## src/hw/rtl/dpcc_pkg.sv

```systemverilog
// dpcc_pkg: shared types, sizes and arithmetic helpers for the
// dual-polarization cross-correlation tile; used by every rtl file
package dpcc_pkg;

    localparam int INTEGRATION_SAMPLES = 64;
    localparam int SAMPLE_BITS         = 16;
    localparam int NUM_X               = 4;
    localparam int NUM_Y               = 3;
    localparam int NUM_BASELINES       = NUM_X * NUM_Y;
    localparam int ACC_W               = 48;
    localparam int BL_W                = 4;
    localparam int CNT_W = (INTEGRATION_SAMPLES > 1) ? $clog2(INTEGRATION_SAMPLES) : 1;

    typedef logic [63:0]              sample_t;
    typedef logic signed [15:0]       comp_t;
    typedef logic signed [31:0]       prod_t;
    typedef logic signed [32:0]       psum_t;
    typedef logic signed [ACC_W-1:0]  acc_t;
    typedef logic signed [ACC_W:0]    wide_t;

    // four products of one pol pair: xr*yr, xi*yi, xi*yr, xr*yi
    typedef prod_t [3:0] quad_t;

    // one baseline: xx re/im, xy re/im, yx re/im, yy re/im
    typedef acc_t [7:0] row_t;

    // one queued sample set with its end-of-integration tag
    typedef struct packed {
        sample_t [NUM_Y-1:0] y;
        sample_t [NUM_X-1:0] x;
        logic                last;
    } item_t;

    localparam acc_t ACC_MAX = {1'b0, {(ACC_W-1){1'b1}}};
    localparam acc_t ACC_MIN = {1'b1, {(ACC_W-1){1'b0}}};

    // signed component k of a packed dual-pol sample
    function automatic comp_t component(sample_t w, int k);
        logic [15:0] lane;
        lane = w[16*k +: 16];
        return comp_t'(signed'(lane[SAMPLE_BITS-1:0]));
    endfunction

    // saturating accumulate of one product sum
    function automatic acc_t sat_add(acc_t a, psum_t p);
        wide_t s;
        s = wide_t'(a) + wide_t'(p);
        if (s > wide_t'(ACC_MAX))
            return ACC_MAX;
        if (s < wide_t'(ACC_MIN))
            return ACC_MIN;
        return acc_t'(s);
    endfunction

endpackage

```

## src/hw/rtl/dpcc_queue.sv

```systemverilog
// dpcc_queue: two-entry queue of tagged sample sets between front and back
// depends on dpcc_pkg
module dpcc_queue (
    input  logic              clk,
    input  logic              rst_n,
    input  logic              push_valid,
    output logic              push_ready,
    input  dpcc_pkg::item_t   push_item,
    output logic              pop_valid,
    input  logic              pop_ready,
    output dpcc_pkg::item_t   pop_item
);

    dpcc_pkg::item_t mem_reg [2];
    logic            wr_ptr_reg;
    logic            rd_ptr_reg;
    logic [1:0]      count_reg;
    logic            do_push;
    logic            do_pop;

    assign push_ready = (count_reg != 2'd2);
    assign pop_valid  = (count_reg != 2'd0);
    assign pop_item   = mem_reg[rd_ptr_reg];
    assign do_push    = push_valid && push_ready;
    assign do_pop     = pop_valid && pop_ready;

    // storage
    always_ff @(posedge clk)
    begin
        if (do_push)
            mem_reg[wr_ptr_reg] <= push_item;
    end

    // pointers and fill count
    always_ff @(posedge clk or negedge rst_n)
    begin
        if (!rst_n)
        begin
            wr_ptr_reg <= 1'b0;
            rd_ptr_reg <= 1'b0;
            count_reg  <= 2'd0;
        end
        else
        begin
            if (do_push)
                wr_ptr_reg <= ~wr_ptr_reg;
            if (do_pop)
                rd_ptr_reg <= ~rd_ptr_reg;
            count_reg <= count_reg + {1'b0, do_push} - {1'b0, do_pop};
        end
    end

endmodule

```

## config.mk

```make
export PLATFORM = sky130hd
export DESIGN_NAME = dpcc_queue
export DESIGN_NICKNAME = d
export VERILOG_FILES = /design/src/hw/rtl/dpcc_pkg.sv /design/src/hw/rtl/dpcc_queue.sv
export SDC_FILE = /design/constraint.sdc
export NUM_CORES = 1
export LEC_CHECK = 0
export ABC_AREA = 1
export BUFFER_PORTS_ARGS = -buffer_cell sky130_fd_sc_hd__buf_2
export CAP_MARGIN = 20
export CORE_AREA = 2 2 355 357
export CTS_CLUSTER_SIZE = 20
export DETAILED_ROUTE_END_ITERATION = 8
export DIE_AREA = 0 0 357 359
export GPL_ROUTABILITY_DRIVEN = 0
export PLACE_DENSITY_LB_ADDON = 0.05
export SYNTH_ARGS = -nofsm -noshare
export SYNTH_HDL_FRONTEND = slang
export SYNTH_SLANG_ARGS = --single-unit
```

## constraint.sdc

```tcl
create_clock -name clk -period 28.6 [get_ports clk]
set_input_delay 1.43 -clock clk [delete_from_list [all_inputs] [get_ports clk]]
set_output_delay 1.43 -clock clk [all_outputs]
set_load 0.05 [all_outputs]
```

* Yosys cells after proc, flatten, opt, wreduce, memory -nomap -nowiden
Memory sizes are Yosys's and may differ from the RTL's. Index checks and enable logic that the tools add are counted.
Cells by class: add/subtract/negate cells 2, equal/unequal tests 1, multiplexer cells 2, bitwise gates (word level) 2, reduce and logical (&&, ||, !) cells 3
Operators by type and width (count):
- $add A2 B1 Y2 | 1
- $logic_and A1 B1 Y1 | 2
- $mux W1 | 2
- $ne A2 B2 Y1 const B | 1
- $not A1 Y1 | 2
- $reduce_bool A2 Y1 | 1
- $sub A2 B1 Y2 | 1
Word-level totals: flip-flop bits (word level) 4, bits in writable memories 898, input bits 453, output and inout port bits 451, word-level logic and storage cells 14, memories 1
Memory list:
- mem_reg | words 2, bits a word 449, read ports 1, clocked after Yosys merged registers in 0, wr ports 1, RTL line dpcc_queue.sv:14 | dpcc_pkg::item_t mem_reg [2];

* Logic depth before layout (Yosys ltp)
depth after elaboration 4, mapped depth 10, mapped depth without buffers 10

* Worst setup path after synthesis
Ideal clock, no wire load.
kind in2reg, start point input port push_valid, end point memory mem_reg[1][0] in the netlist's numbering (enable), library setup time 1.273 ns, data arrival time 20.114 ns, data required time 27.327 ns, setup slack 7.212 ns, cell stages on the path 2, buffers on the path 0, path through nand2_1 -> nor2_1
Between the ends: word-level cells in the longest chain between the ends 3
RTL lines:
- start: declaration | RTL line dpcc_queue.sv:6 | input logic push_valid,
- $logic_and A1 B1 Y1 | RTL line dpcc_queue.sv:24 | assign do_push = push_valid && push_ready;
- $mux W1 | RTL line dpcc_queue.sv:30 | if (do_push)
- $mux W1 (implied by the code) | RTL line dpcc_queue.sv:31 | mem_reg[wr_ptr_reg] <= push_item;
- end: declaration | RTL line dpcc_queue.sv:14
Every way passes these cells.

==> impl_metrics.json <==
{
  "setup_ws_ns": 23.03,
  "grt_usage": 0.156,
  "worstPathArrival_ns": 4.14,
  "numCtsBuffers": 103,
  "fmax_mhz": 180,
  "mostFrequentLayoutCells": "nand2_1, buf_2, edfxtp_1",
  "synth_cell_types": 13,
  "grt_pass1_wl_mm": 145,
  "die_h_um": 359,
  "hold_path_depth": 2,
  "syn_area_sq_um": 33000,
  "synth_mux_area_frac": 0,
  "grt_pass1_vias": 20800,
  "place_hpwl_mm": 71.0,
  "min_path_type": "flop to flop",
  "worstReg2RegEnd": "mem_reg[0][349]",
  "grt_use_met1": 0.160,
  "routed_wl_mm": 104,
  "final_area_sq_um": 42400,
  "synthTopCellsByArea": "edfxtp_1, nand2_1, buf_2",
  "clock_latency_ns": 0.67,
  "worstHoldStart": "wr_ptr_reg",
  "synth_compound_area_frac": 0,
  "hold_buffers": 0,
  "grtUsageMet3": 0.0645,
  "synthCells": 2376,
  "yosys.area_share.simple": 0.155,
  "yosys_warnings": 0,
  "die_w_um": 357,
  "hold_violations": 0,
  "min_period_ns": 5.57,
  "critical_path_required_ns": 27.17,
  "status": "finished clean",
  "maxSlewHeadroom": 0.0936,
  "wire_per_inst_um": 20.5,
  "peakVddDrop_v": 0.0000800,
  "vias_per_cell": 4.14,
  "htree_levels": 3,
  "syn_area_per_cell_sq_um": 13.9,
  "largest_reg_flops": 898,
  "netlist.area_leader.share": 0.818,
  "setup_violations": 0,
  "area_delta_synth_final_pct": 28.6,
  "cts_tree": "yes",
  "overflow": 0,
  "crit_path_start_kind": "flop",
  "port-buffer-count": 903,
  "place_ws_ns": 22.96,
  "final_layout_size_suffix_gt1_frac": 0.317,
  "cp-end-kind": "primary output",
  "finClkSkew_ns": 0.0256,
  "grt-busiest-layer": "met2",
  "layout.nets": 3758,
  "cts_setup_buffers": 0,
  "path_max_fanout": 182,
  "rows": 130,
  "ys_seq_elements": 902,
  "r2r-start": "count_reg[1]",
  "yosysTopAreaCell": "edfxtp_1",
  "syn_nets": 2831,
  "io_pins": 904,
  "clockRootBuffer": "clkbuf_16",
  "critPathLaunch": "rd_ptr_reg",
  "drv_cap": 0,
  "tightest_slew_ns": 1.36,
  "grt_max_degree": 183,
  "ctsResizeCount": 0,
  "use_met2": 0.279,
  "setup.worst_path.class": "flop to primary output",
  "hold_end": "wr_ptr_reg",
  "drc_errors": 0,
  "slew_violations": 0,
  "pwr_density_cell_nw_per_um2": 132,
  "die-area_sq_um": 128000,
  "rsz0062_at_grt": "no",
  "clockBufferDepth": 3,
  "synthAdderAreaFrac": 0.000759,
  "synth-seq-area-share": 0.821,
  "drt_iter0_markers": 1213,
  "grt_antenna_before_repair": 94,
  "placed_area_sq_um": 39000,
  "mostFrequentLayoutCell": "nand2_1",
  "synthXorXnorAreaFrac": 0,
  "final_core_util": 0.340,
  "dr.pass1.iters": 5,
  "regToRegSetupSlack_ns": 24.18,
  "antenna_left": 0,
  "numClockSinks": 902,
  "reg2reg_depth": 6,
  "start_util": 0.265,
  "synth_top_family_by_area": "simple AND/OR/NAND/NOR gates",
  "cts.reportedPaths.clkPinSlew_ns": 0.06,
  "core_sq_um": 125000,
  "setup_tns_ns": 0,
  "vias": 21000,
  "finalCritPeriodShare": 0.195,
  "p_leak_nw": 17.8
}
[stage by stage]
step | power, mW | hold WS, ns | cells
finish | 5.60 | 0.466 | 5071
global route | 5.88 | 0.489 | 5057
floorplan | 3.89 | 0.442 | 2376
CTS | 5.70 | 0.474 | 5040
detailed placement | 4.41 | 0.459 | 4847
global placement | 4.41 | 0.457 | 4847
[power breakdown]
group	leakage, nW	switching (mW)	internal [mW]
clock network	1.59	0.540	0.726
logic	7.80	2.03	0.415
registers	8.40	0.0771	1.81
total	17.8	2.65	2.95
[kinds of logic after synthesis]
family | after synthesis
adder cells (fa/ha/maj) | 2
flip-flops | 902
AND/OR/NAND/NOR | 1364
buffers and inverters | 108
[synthesized netlist by cell type]
cell	n
ha_1	2
inv_1	8
edfxtp_1	898
buf_4	27
buf_2	49
nand2_1	1360
inv_4	1
nor2_1	1
nand3_1	3
clkbuf_1	1
buf_6	21
dfrtp_1	4
buf_12	1
[per-layer routing]
| layer | wire [um] | part of all wire | vias up |
|---|---|---|---|
| met5 | 417 | 0.0040 | - |
| met4 | 4130 | 0.040 | 66 |
| met3 | 10400 | 0.10 | 293 |
| met2 | 53400 | 0.51 | 784 |
| met1 | 35700 | 0.34 | 9917 |
| li1 | - | - | 9957 |
[critical path, stage by stage (launching register included)]
cell and delay, ns:
dfrtp_4 0.73, inv_12 0.68, buf_12 0.53, buf_4 0.80, nand2_1 0.11, nand2_1 0.13, buf_2 0.27
[worst max-delay path by stage]
stage                     cells past startpoint  slack, ns               to
final                                         6      23.03     pop_item[97]
after global routing                          6      22.48    pop_item[258]
after CTS                                     6      22.59    pop_item[318]
after detailed placement                      6      22.96  mem_reg[0][145]
after global placement                        6      23.02   mem_reg[0][78]
after floorplan                               2       7.21    mem_reg[1][0]
[area by class of cell]
type / count / area (sq um)
tap: 1650 / 2060
timing repair buffer: 921 / 4700
inverter: 9 / 53.8
multi-input combinational: 1366 / 5160
sequential: 902 / 27100
clock inverter: 77 / 637
antenna: 30 / 75.1
clock buffer: 116 / 2630
fill: 12500 / 82200
(Power assumes the default switching activity.)
