===== config.mk =====
export PLATFORM = sky130hd
export DESIGN_NAME = dpcc_front
export DESIGN_NICKNAME = d
export VERILOG_FILES = /design/src/hw/rtl/dpcc_pkg.sv /design/src/hw/rtl/dpcc_front.sv
export SDC_FILE = /design/constraint.sdc
export NUM_CORES = 1
export LEC_CHECK = 0
export BUFFER_PORTS_ARGS = -buffer_cell sky130_fd_sc_hd__buf_4
export CAP_MARGIN = 5
export CORE_AREA = 2 2 350 352
export DETAILED_ROUTE_END_ITERATION = 16
export DIE_AREA = 0 0 352 354
export GPL_TIMING_DRIVEN = 0
export PLACE_DENSITY = 0.3
export SETUP_SLACK_MARGIN = 0.5
export SYNTH_ARGS = -nofsm -noshare
export SYNTH_HDL_FRONTEND = slang
export SYNTH_SLANG_ARGS = --single-unit

===== constraint.sdc =====
create_clock -name clk -period 1.5 [get_ports clk]
set_input_delay 0.225 -clock clk [delete_from_list [all_inputs] [get_ports clk]]
set_output_delay 0.225 -clock clk [all_outputs]
set_load 0.02 [all_outputs]

===== src/hw/rtl/dpcc_pkg.sv =====
// dpcc_pkg: shared types, sizes and arithmetic helpers for the
// dual-polarization cross-correlation tile; used by every rtl file
package dpcc_pkg;

    localparam int INTEGRATION_SAMPLES = 64;
    localparam int SAMPLE_BITS         = 16;
    localparam int NUM_X               = 4;
    localparam int NUM_Y               = 3;
    localparam int NUM_BASELINES       = NUM_X * NUM_Y;
    localparam int ACC_W               = 48;
    localparam int BL_W                = 4;
    localparam int CNT_W = (INTEGRATION_SAMPLES > 1) ? $clog2(INTEGRATION_SAMPLES) : 1;

    typedef logic [63:0]              sample_t;
    typedef logic signed [15:0]       comp_t;
    typedef logic signed [31:0]       prod_t;
    typedef logic signed [32:0]       psum_t;
    typedef logic signed [ACC_W-1:0]  acc_t;
    typedef logic signed [ACC_W:0]    wide_t;

    // four products of one pol pair: xr*yr, xi*yi, xi*yr, xr*yi
    typedef prod_t [3:0] quad_t;

    // one baseline: xx re/im, xy re/im, yx re/im, yy re/im
    typedef acc_t [7:0] row_t;

    // one queued sample set with its end-of-integration tag
    typedef struct packed {
        sample_t [NUM_Y-1:0] y;
        sample_t [NUM_X-1:0] x;
        logic                last;
    } item_t;

    localparam acc_t ACC_MAX = {1'b0, {(ACC_W-1){1'b1}}};
    localparam acc_t ACC_MIN = {1'b1, {(ACC_W-1){1'b0}}};

    // signed component k of a packed dual-pol sample
    function automatic comp_t component(sample_t w, int k);
        logic [15:0] lane;
        lane = w[16*k +: 16];
        return comp_t'(signed'(lane[SAMPLE_BITS-1:0]));
    endfunction

    // saturating accumulate of one product sum
    function automatic acc_t sat_add(acc_t a, psum_t p);
        wide_t s;
        s = wide_t'(a) + wide_t'(p);
        if (s > wide_t'(ACC_MAX))
            return ACC_MAX;
        if (s < wide_t'(ACC_MIN))
            return ACC_MIN;
        return acc_t'(s);
    endfunction

endpackage


===== src/hw/rtl/dpcc_front.sv =====
// dpcc_front: input acceptance and end-of-integration tagging
// depends on dpcc_pkg
module dpcc_front (
    input  logic                clk,
    input  logic                rst_n,
    input  logic                in_valid,
    output logic                in_ready,
    input  dpcc_pkg::sample_t   x0_sample,
    input  dpcc_pkg::sample_t   x1_sample,
    input  dpcc_pkg::sample_t   x2_sample,
    input  dpcc_pkg::sample_t   x3_sample,
    input  dpcc_pkg::sample_t   y0_sample,
    input  dpcc_pkg::sample_t   y1_sample,
    input  dpcc_pkg::sample_t   y2_sample,
    output logic                push_valid,
    input  logic                push_ready,
    output dpcc_pkg::item_t     push_item
);

    logic [dpcc_pkg::CNT_W-1:0] count_reg;
    logic [dpcc_pkg::CNT_W-1:0] count_next;
    logic                       is_last;

    assign in_ready   = push_ready;
    assign push_valid = in_valid;
    assign is_last    = (count_reg == dpcc_pkg::CNT_W'(dpcc_pkg::INTEGRATION_SAMPLES - 1));

    // pack the item with its tag
    always_comb
    begin
        push_item.x    = {x3_sample, x2_sample, x1_sample, x0_sample};
        push_item.y    = {y2_sample, y1_sample, y0_sample};
        push_item.last = is_last;
    end

    // sample counter within the integration
    always_comb
    begin
        count_next = count_reg;
        if (in_valid && in_ready)
        begin
            if (is_last)
                count_next = '0;
            else
                count_next = count_reg + 1'b1;
        end
    end

    always_ff @(posedge clk or negedge rst_n)
    begin
        if (!rst_n)
            count_reg <= '0;
        else
            count_reg <= count_next;
    end

endmodule


[After elaboration in Yosys (flattened, before gate mapping)]
Cells that the tools add are included.
Widths: inputs -> output; s select.
Operators by class
  mux-type cells: 1
  equal/unequal tests: 1
  $add $sub $neg: 1
  reductions and logical operators: 1
Operators by type and width (count)
  $add 6x1->6 const B: 1
  $eq 6x6->1 const B: 1
  $mux 6: 1
  $logic_and 1x1->1: 1
Storage, ports and cells
  word-level logic and storage cells: 5
  flip-flop bits (word level): 6

[Logic depth before layout (Yosys ltp)]
Gate-level depths: netlist (run 1).
  word-level depth: 2
  mapped depth: 4

[Least setup slack after synthesis (run 1)]
Ideal clock, no wire load.
  path type: register to output
  from: register count_reg[0] in the netlist's numbering
  to: output push_item[0] in the netlist's numbering
  slack: 0.330 ns
  arrival time: 0.945 ns
  stages on the path, launching flop included: 5
  path through: dfrtp_1 ha_1 nand3_1 nor2_1 buf_4
Between the ends
  cells in the longest elaborated chain, start to end: 1
RTL lines
  start: declaration: RTL line dpcc_front.sv:20  | logic [dpcc_pkg::CNT_W-1:0] count_reg;
  start signal: assignment: RTL line dpcc_front.sv:54  | count_reg <= count_next;
  $eq 6x6->1: RTL line dpcc_front.sv:26  | assign is_last = (count_reg == dpcc_pkg::CNT_W'(dpcc_pkg::INTEGRATION_SAMPLES - 1));
  end: declaration: RTL line dpcc_front.sv:17  | output dpcc_pkg::item_t push_item
Every way passes these cells.

[Worst setup path after layout (run 1)]
  from: register count_reg[1] in the netlist's numbering
  to: output push_item[0] in the netlist's numbering
Same word-level chain as after synthesis.

==> flow_summary.toml, run 1 <==
[critical_path]
path_buf_inv = 2
reg2reg_depth = 5
cp_num_cells = 5
cp-startpoint = "count_reg[1]"
critPathSlowestCell = "dfrtp_2"
critPathTopFamily = "flip-flops"
max_stage_delay_ns = 0.42
crit_path_end = "push_item[0]"
start_kind = "flop"
required_ns = 1.27
criticalPathCategory = "flop to output port"
crit_top_cell = "buf_6"
critPathArrivalTime_ns = 1.15
cp_cell_sequence = "ha_4 > nand3_4 > nor2_4 > buf_6 > buf_6"
r2r_setup_slack_ns = 0.35
critPathCaptureType = "output port"
timing.rr.end = "count_reg[3]"
critPathMaxFanout = 2
reg2reg_from = "count_reg[1]"

[clocking]
clock_latency_ns = 0.23
root_buffer = "clkbuf_16"
cts_tree = "yes"
cts_sinks = 6
numCtsBuffers = 3
clk_transition_reported_paths_ns = 0.03
cts_buffer_depth = 2
htree_levels = 1

[synthesis]
synth_cells = 479
yosysTopAreaCell = "buf_4"
syn_area_per_cell_um2 = 7.71
yosysTopAreaCellShare_pct = 91.7
synth-seq-area-share_pct = 4.07
syn_nets = 932
synthTopCellsByArea = "buf_4 (92%), dfrtp_1 (4.1%), o41ai_2 (0.44%)"
synth_seq_cells = 6
synth_warnings = 0
synth.distinct_cells = 19
synth_area_um2 = 3690

[flow_run]
drv_cap = 0

[layout]
nFillCells = 14200
largest_reg_flops = 6
syn_to_final_growth_pct = 152
final_cell_mix = "buf_4 (906), nand2_1 (4), dfrtp_1 (4)"
post-route-util_pct = 7.69
drive_gt1_share_pct = 98.1
nNetsFinal = 1395
final_common_cell = "buf_4"

[timing]
period_needed_ns = 1.38
period_share_pct = 91.8
slew_viol_final = 0
timing.slew.headroom_pct = 84.2
finalClockSkew_ns = 0.00182
setup_tns_ns = 0
finalHoldViolCount = 0
setup_slack_ns = 0.124
rsz0062_at_grt = "yes"
timing.fmax_mhz = 726
setup_violations = 0
tightest_slew_ns = 0.236

[placed_design]
gp_congestion = 0.882
post-place-ws_ns = 0.195
placement.io_buffers = 454
dp_hpwl_mm = 48.7

[routing]
vias = 4346
ant_nets = 0
drc_errors = 0
finalWirelength_mm = 49.9
viasPerCell = 1.69
routedWlPerCell_um = 19.4
dr.pass1.iters = 4
drt_iter0_markers = 114

[floorplanning]
die_y_um = 354
die_width_um = 352
io_pins = 903
core_region_area_um2 = 121000
placementRows = 128
dieArea_um2 = 125000
start_util_pct = 3.05

[outcome]
status = "finished clean"

[global_route]
grt_pass1_wl_mm = 57.3
grt_pass1_vias = 4327
antenna_found_initial = 38
grt.overflow.total = 0
track_usage_pct = 7.40
grt_start_max_net_pins = 7

[power]
power.leakage_nw = 4.53
p_total_mw = 4.00
ir_drop_v = 0.000268
p_per_area_nw_per_um2 = 430

[worst_hold_path]
worstHoldPathType = "input port to flop"
## worst register-to-register path: cells and delay by family (launching register included)
kind                       cells  cell delay [ns]
DFF                            1             0.42
AOI/OAI and AO/OA              3             0.31
adders and majority gates      1             0.18
buffers and inverters          1             0.15
## cell families (layout without fill, tap and decap cells)
family / Yosys count / in the layout / synth area share [%]
AOI/OAI and AO/OA: 7 / 7 / 1.63
and+or+nand+nor: 11 / 11 / 1.49
DFF: 6 / 6 / 4.07
muxes: 1 / 1 / 0.305
buffers and inverters: 451 / 912 / 91.7
xor gates and xnor gates: 2 / 2 / 0.475
other: 0 / 6 / 0
adders and majority gates: 1 / 1 / 0.339
## area by class of cell
cell class / instances / area (µm²) / area share (%)
antenna: 6 / 15.0 / 0.161
buffer: 451 / 3390 / 36.4
clock buffer: 3 / 75.1 / 0.807
multi-input combinational: 22 / 194 / 2.08
sequential: 6 / 153 / 1.64
tap: 1625 / 2030 / 21.9
timing repair buffer: 458 / 3440 / 37.0
## per-stage QoR
step / hold WS (ns) / instance area (µm²) / cells
2_1_floorplan: -0.0706 / 3710 / 479
3_3_place_gp: 0.0458 / 9150 / 2558
5_1_grt: 0.313 / 9290 / 2567
4_1_cts: 0.321 / 9270 / 2565
3_5_place_dp: 0.0433 / 9150 / 2558
6_report: 0.290 / 9300 / 2571
## per-layer routing
metal	GRT usage [%]	routed length [µm]	up-vias
met1	7.29	16400	1856
met3	5.81	8910	72
met5	0	31	-
met2	12.6	23900	478
met4	0.807	651	6
li1	-	-	1934
## power by group
group          internal [mW]  switching [mW]
clock                  0.343          0.0970
combinational           1.62            1.64
sequential             0.225          0.0755
total                   2.19            1.81
## synth_stat cells
cell     count
or2_0        1
nand3_1      2
nand2_2      1
buf_4      451
o31ai_1      1
mux2_2       1
ha_1         1
o21ai_1      1
nand3_2      1
o21ai_0      1
dfrtp_1      6
nand2_1      4
a21oi_1      1
nor2_1       2
xor2_1       1
xnor2_1      1
o31ai_2      1
o41ai_2      1
a32oi_1      1
## timing repair
action | 4_1_cts | 5_1_grt
pin swaps | 2 | 1
cloned | 0 | 0
endpoints found under the setup margin | 6 | 6
hold endpoints to repair | 6 | 0
buffers inserted | 3 | 0
hold buffers | 1 | 0
gates resized for setup | 3 | 4
## how the worst min path moves through the flow
stage,from,to,cells past startpoint
after global routing,push_ready,count_reg[2],3
after floorplan,rst_n,count_reg[0],0
final,push_ready,count_reg[2],3
after CTS,push_ready,count_reg[2],3
after detailed placement,rst_n,count_reg[0],1
after global placement,rst_n,count_reg[0],1
Note: power is estimated with default switching activity, not from simulation.
==> run 2, diff against run 1 <==
HOLD_SLACK_MARGIN = 0.15   (was default)
REMOVE_ABC_BUFFERS = 1   (was default)
==> flow_summary.toml, run 2 (synthesis results as in run 1) <==
[worst_hold_path]
worstHoldPathType = "input port to flop"
min_delay_path_depth = 3
worstHoldStart = "push_ready"

[placed_design]
gp_congestion = 1.25
place_inst = 1659
placement.io_buffers = 6
dp_hpwl_mm = 197

[layout]
multi_input_area_um2 = 206
num_antenna_cells = 0
ff_latch_area_um2 = 150
nFillCells = 14500
final_common_cell = "buf_4"
syn_to_final_growth_pct = -29.6
drive_gt1_share_pct = 63.0
finalNonFillerCells = 1671
largest_reg_flops = 6
post-route-util_pct = 2.15
nNetsFinal = 501
final_cell_mix = "buf_4 (9), dfrtp_1 (6), buf_6 (5)"

[critical_path]
cp-startpoint = "count_reg[1]"
reg2reg_depth = 6
r2r_setup_slack_ns = 0.22
criticalPathCategory = "flop to output port"
reg2reg_from = "count_reg[1]"
critPathMaxFanout = 2
required_ns = 1.27
start_kind = "flop"
critPathArrivalTime_ns = 1.08
critPathCaptureType = "output port"

[power]
p_per_area_nw_per_um2 = 408
ir_drop_v = 0.000476
p_total_mw = 1.06
power.leakage_nw = 0.251

[timing]
finalClockSkew_ns = 0.00291
setup_tns_ns = 0
slew_viol_final = 0
period_share_pct = 86.7
timing.slew.headroom_pct = 82.5
finalHoldViolCount = 0
period_needed_ns = 1.30
timing.fmax_mhz = 769
tightest_slew_ns = 0.260
setup_violations = 0
rsz0062_at_grt = "yes"

[global_route]
grt.overflow.total = 0
track_usage_pct = 31.3
grt_pass1_vias = 1603
antenna_found_initial = 0
grt_start_max_net_pins = 7
grt_pass1_wl_mm = 207

[floorplanning]
die_y_um = 354
die_width_um = 352
core_region_area_um2 = 121000
start_util_pct = 3.05
io_pins = 903
dieArea_um2 = 125000
placementRows = 128

[clocking]
cts_buffer_depth = 2
clk_transition_reported_paths_ns = 0.03
cts_sinks = 6
clock_latency_ns = 0.23
cts_tree = "yes"
htree_levels = 1
numCtsBuffers = 3
root_buffer = "clkbuf_16"

[routing]
dr.pass1.iters = 4
ant_nets = 0
drc_errors = 0
vias = 2573
drt_iter0_markers = 361
viasPerCell = 1.54
routedWlPerCell_um = 120
finalWirelength_mm = 201

[outcome]
status = "finished clean"

[flow_run]
drv_cap = 0
==> run 2: changes by cell type in the layout (fill, tap and decap cells not counted) <==
| cell | previous run | this run |
|---|---|---|
| mux2_4 | 0 | 1 |
| mux2_2 | 1 | 0 |
| dfrtp_2 | 2 | 0 |
| nand2_1 | 4 | 3 |
| o21ai_2 | 0 | 1 |
| buf_4 | 906 | 9 |
| nor2_2 | 0 | 1 |
| buf_6 | 2 | 5 |
| o21ai_0 | 1 | 0 |
| nor2_1 | 1 | 0 |
| nand2_2 | 1 | 2 |
| dfrtp_1 | 4 | 6 |
| diode_2 | 6 | 0 |
==> run 2: area by class of cell <==
cell class	instances	share of cell area, %
tap	1625	78.2
multi-input combinational	22	7.94
sequential	6	5.78
timing repair buffer	15	5.15
clock buffer	3	2.89
==> run 2: worst max-delay path, cell delays in order, from the launching register on <==
cell and delay (ns):
dfrtp_1 0.38, ha_4 0.17, nand3_4 0.07, nor2_4 0.11, buf_6 0.13
==> run 2: worst paths after layout <==
kind / to
worst max-delay path: push_item[0]
worst min-delay path: count_reg[2]
worst max register to register: count_reg[3]
worst min register to register: count_reg[4]
max in group asynchronous: count_reg[3]
min in group asynchronous: count_reg[0]
==> run 2: per-layer routing <==
layer | routed length [µm] | up-vias | GRT usage [%]
met5 | 3340 | - | 19.3
met4 | 12900 | 38 | 15.3
met3 | 63500 | 163 | 47.5
met2 | 118000 | 1558 | 66.2
met1 | 2590 | 672 | 0.548
li1 | - | 142 | -
==> run 2: report_power, final <==
| part | switching [mW] | internal, mW | total, mW | leakage (nW) |
|---|---|---|---|---|
| Combinational | 0.137 | 0.187 | 0.325 | 0.138 |
| Clock | 0.0959 | 0.343 | 0.438 | 0.0370 |
| Sequential | 0.0754 | 0.221 | 0.296 | 0.0757 |
| Total | 0.309 | 0.751 | 1.06 | 0.251 |
==> run 2: timing repair <==
action                                  CTS  global route
buffers inserted                          4             4
endpoints found under the setup margin    7             7
hold buffers                              1             0
endpoints found under the hold margin     6             0
resized for setup                         8             9
pin swaps                                 4             5
==> run 2: per-stage QoR <==
| stage | hold slack (ns) | worst slack, ns | instance area [µm²] |
|---|---|---|---|
| after floorplan | -0.0706 | 0.242 | 307 |
| after global placement | 0.0390 | 0.164 | 2380 |
| after detailed placement | 0.0397 | 0.180 | 2380 |
| after CTS | 0.318 | 0.187 | 2540 |
| after global routing | 0.326 | 0.167 | 2600 |
| final | 0.305 | 0.200 | 2600 |
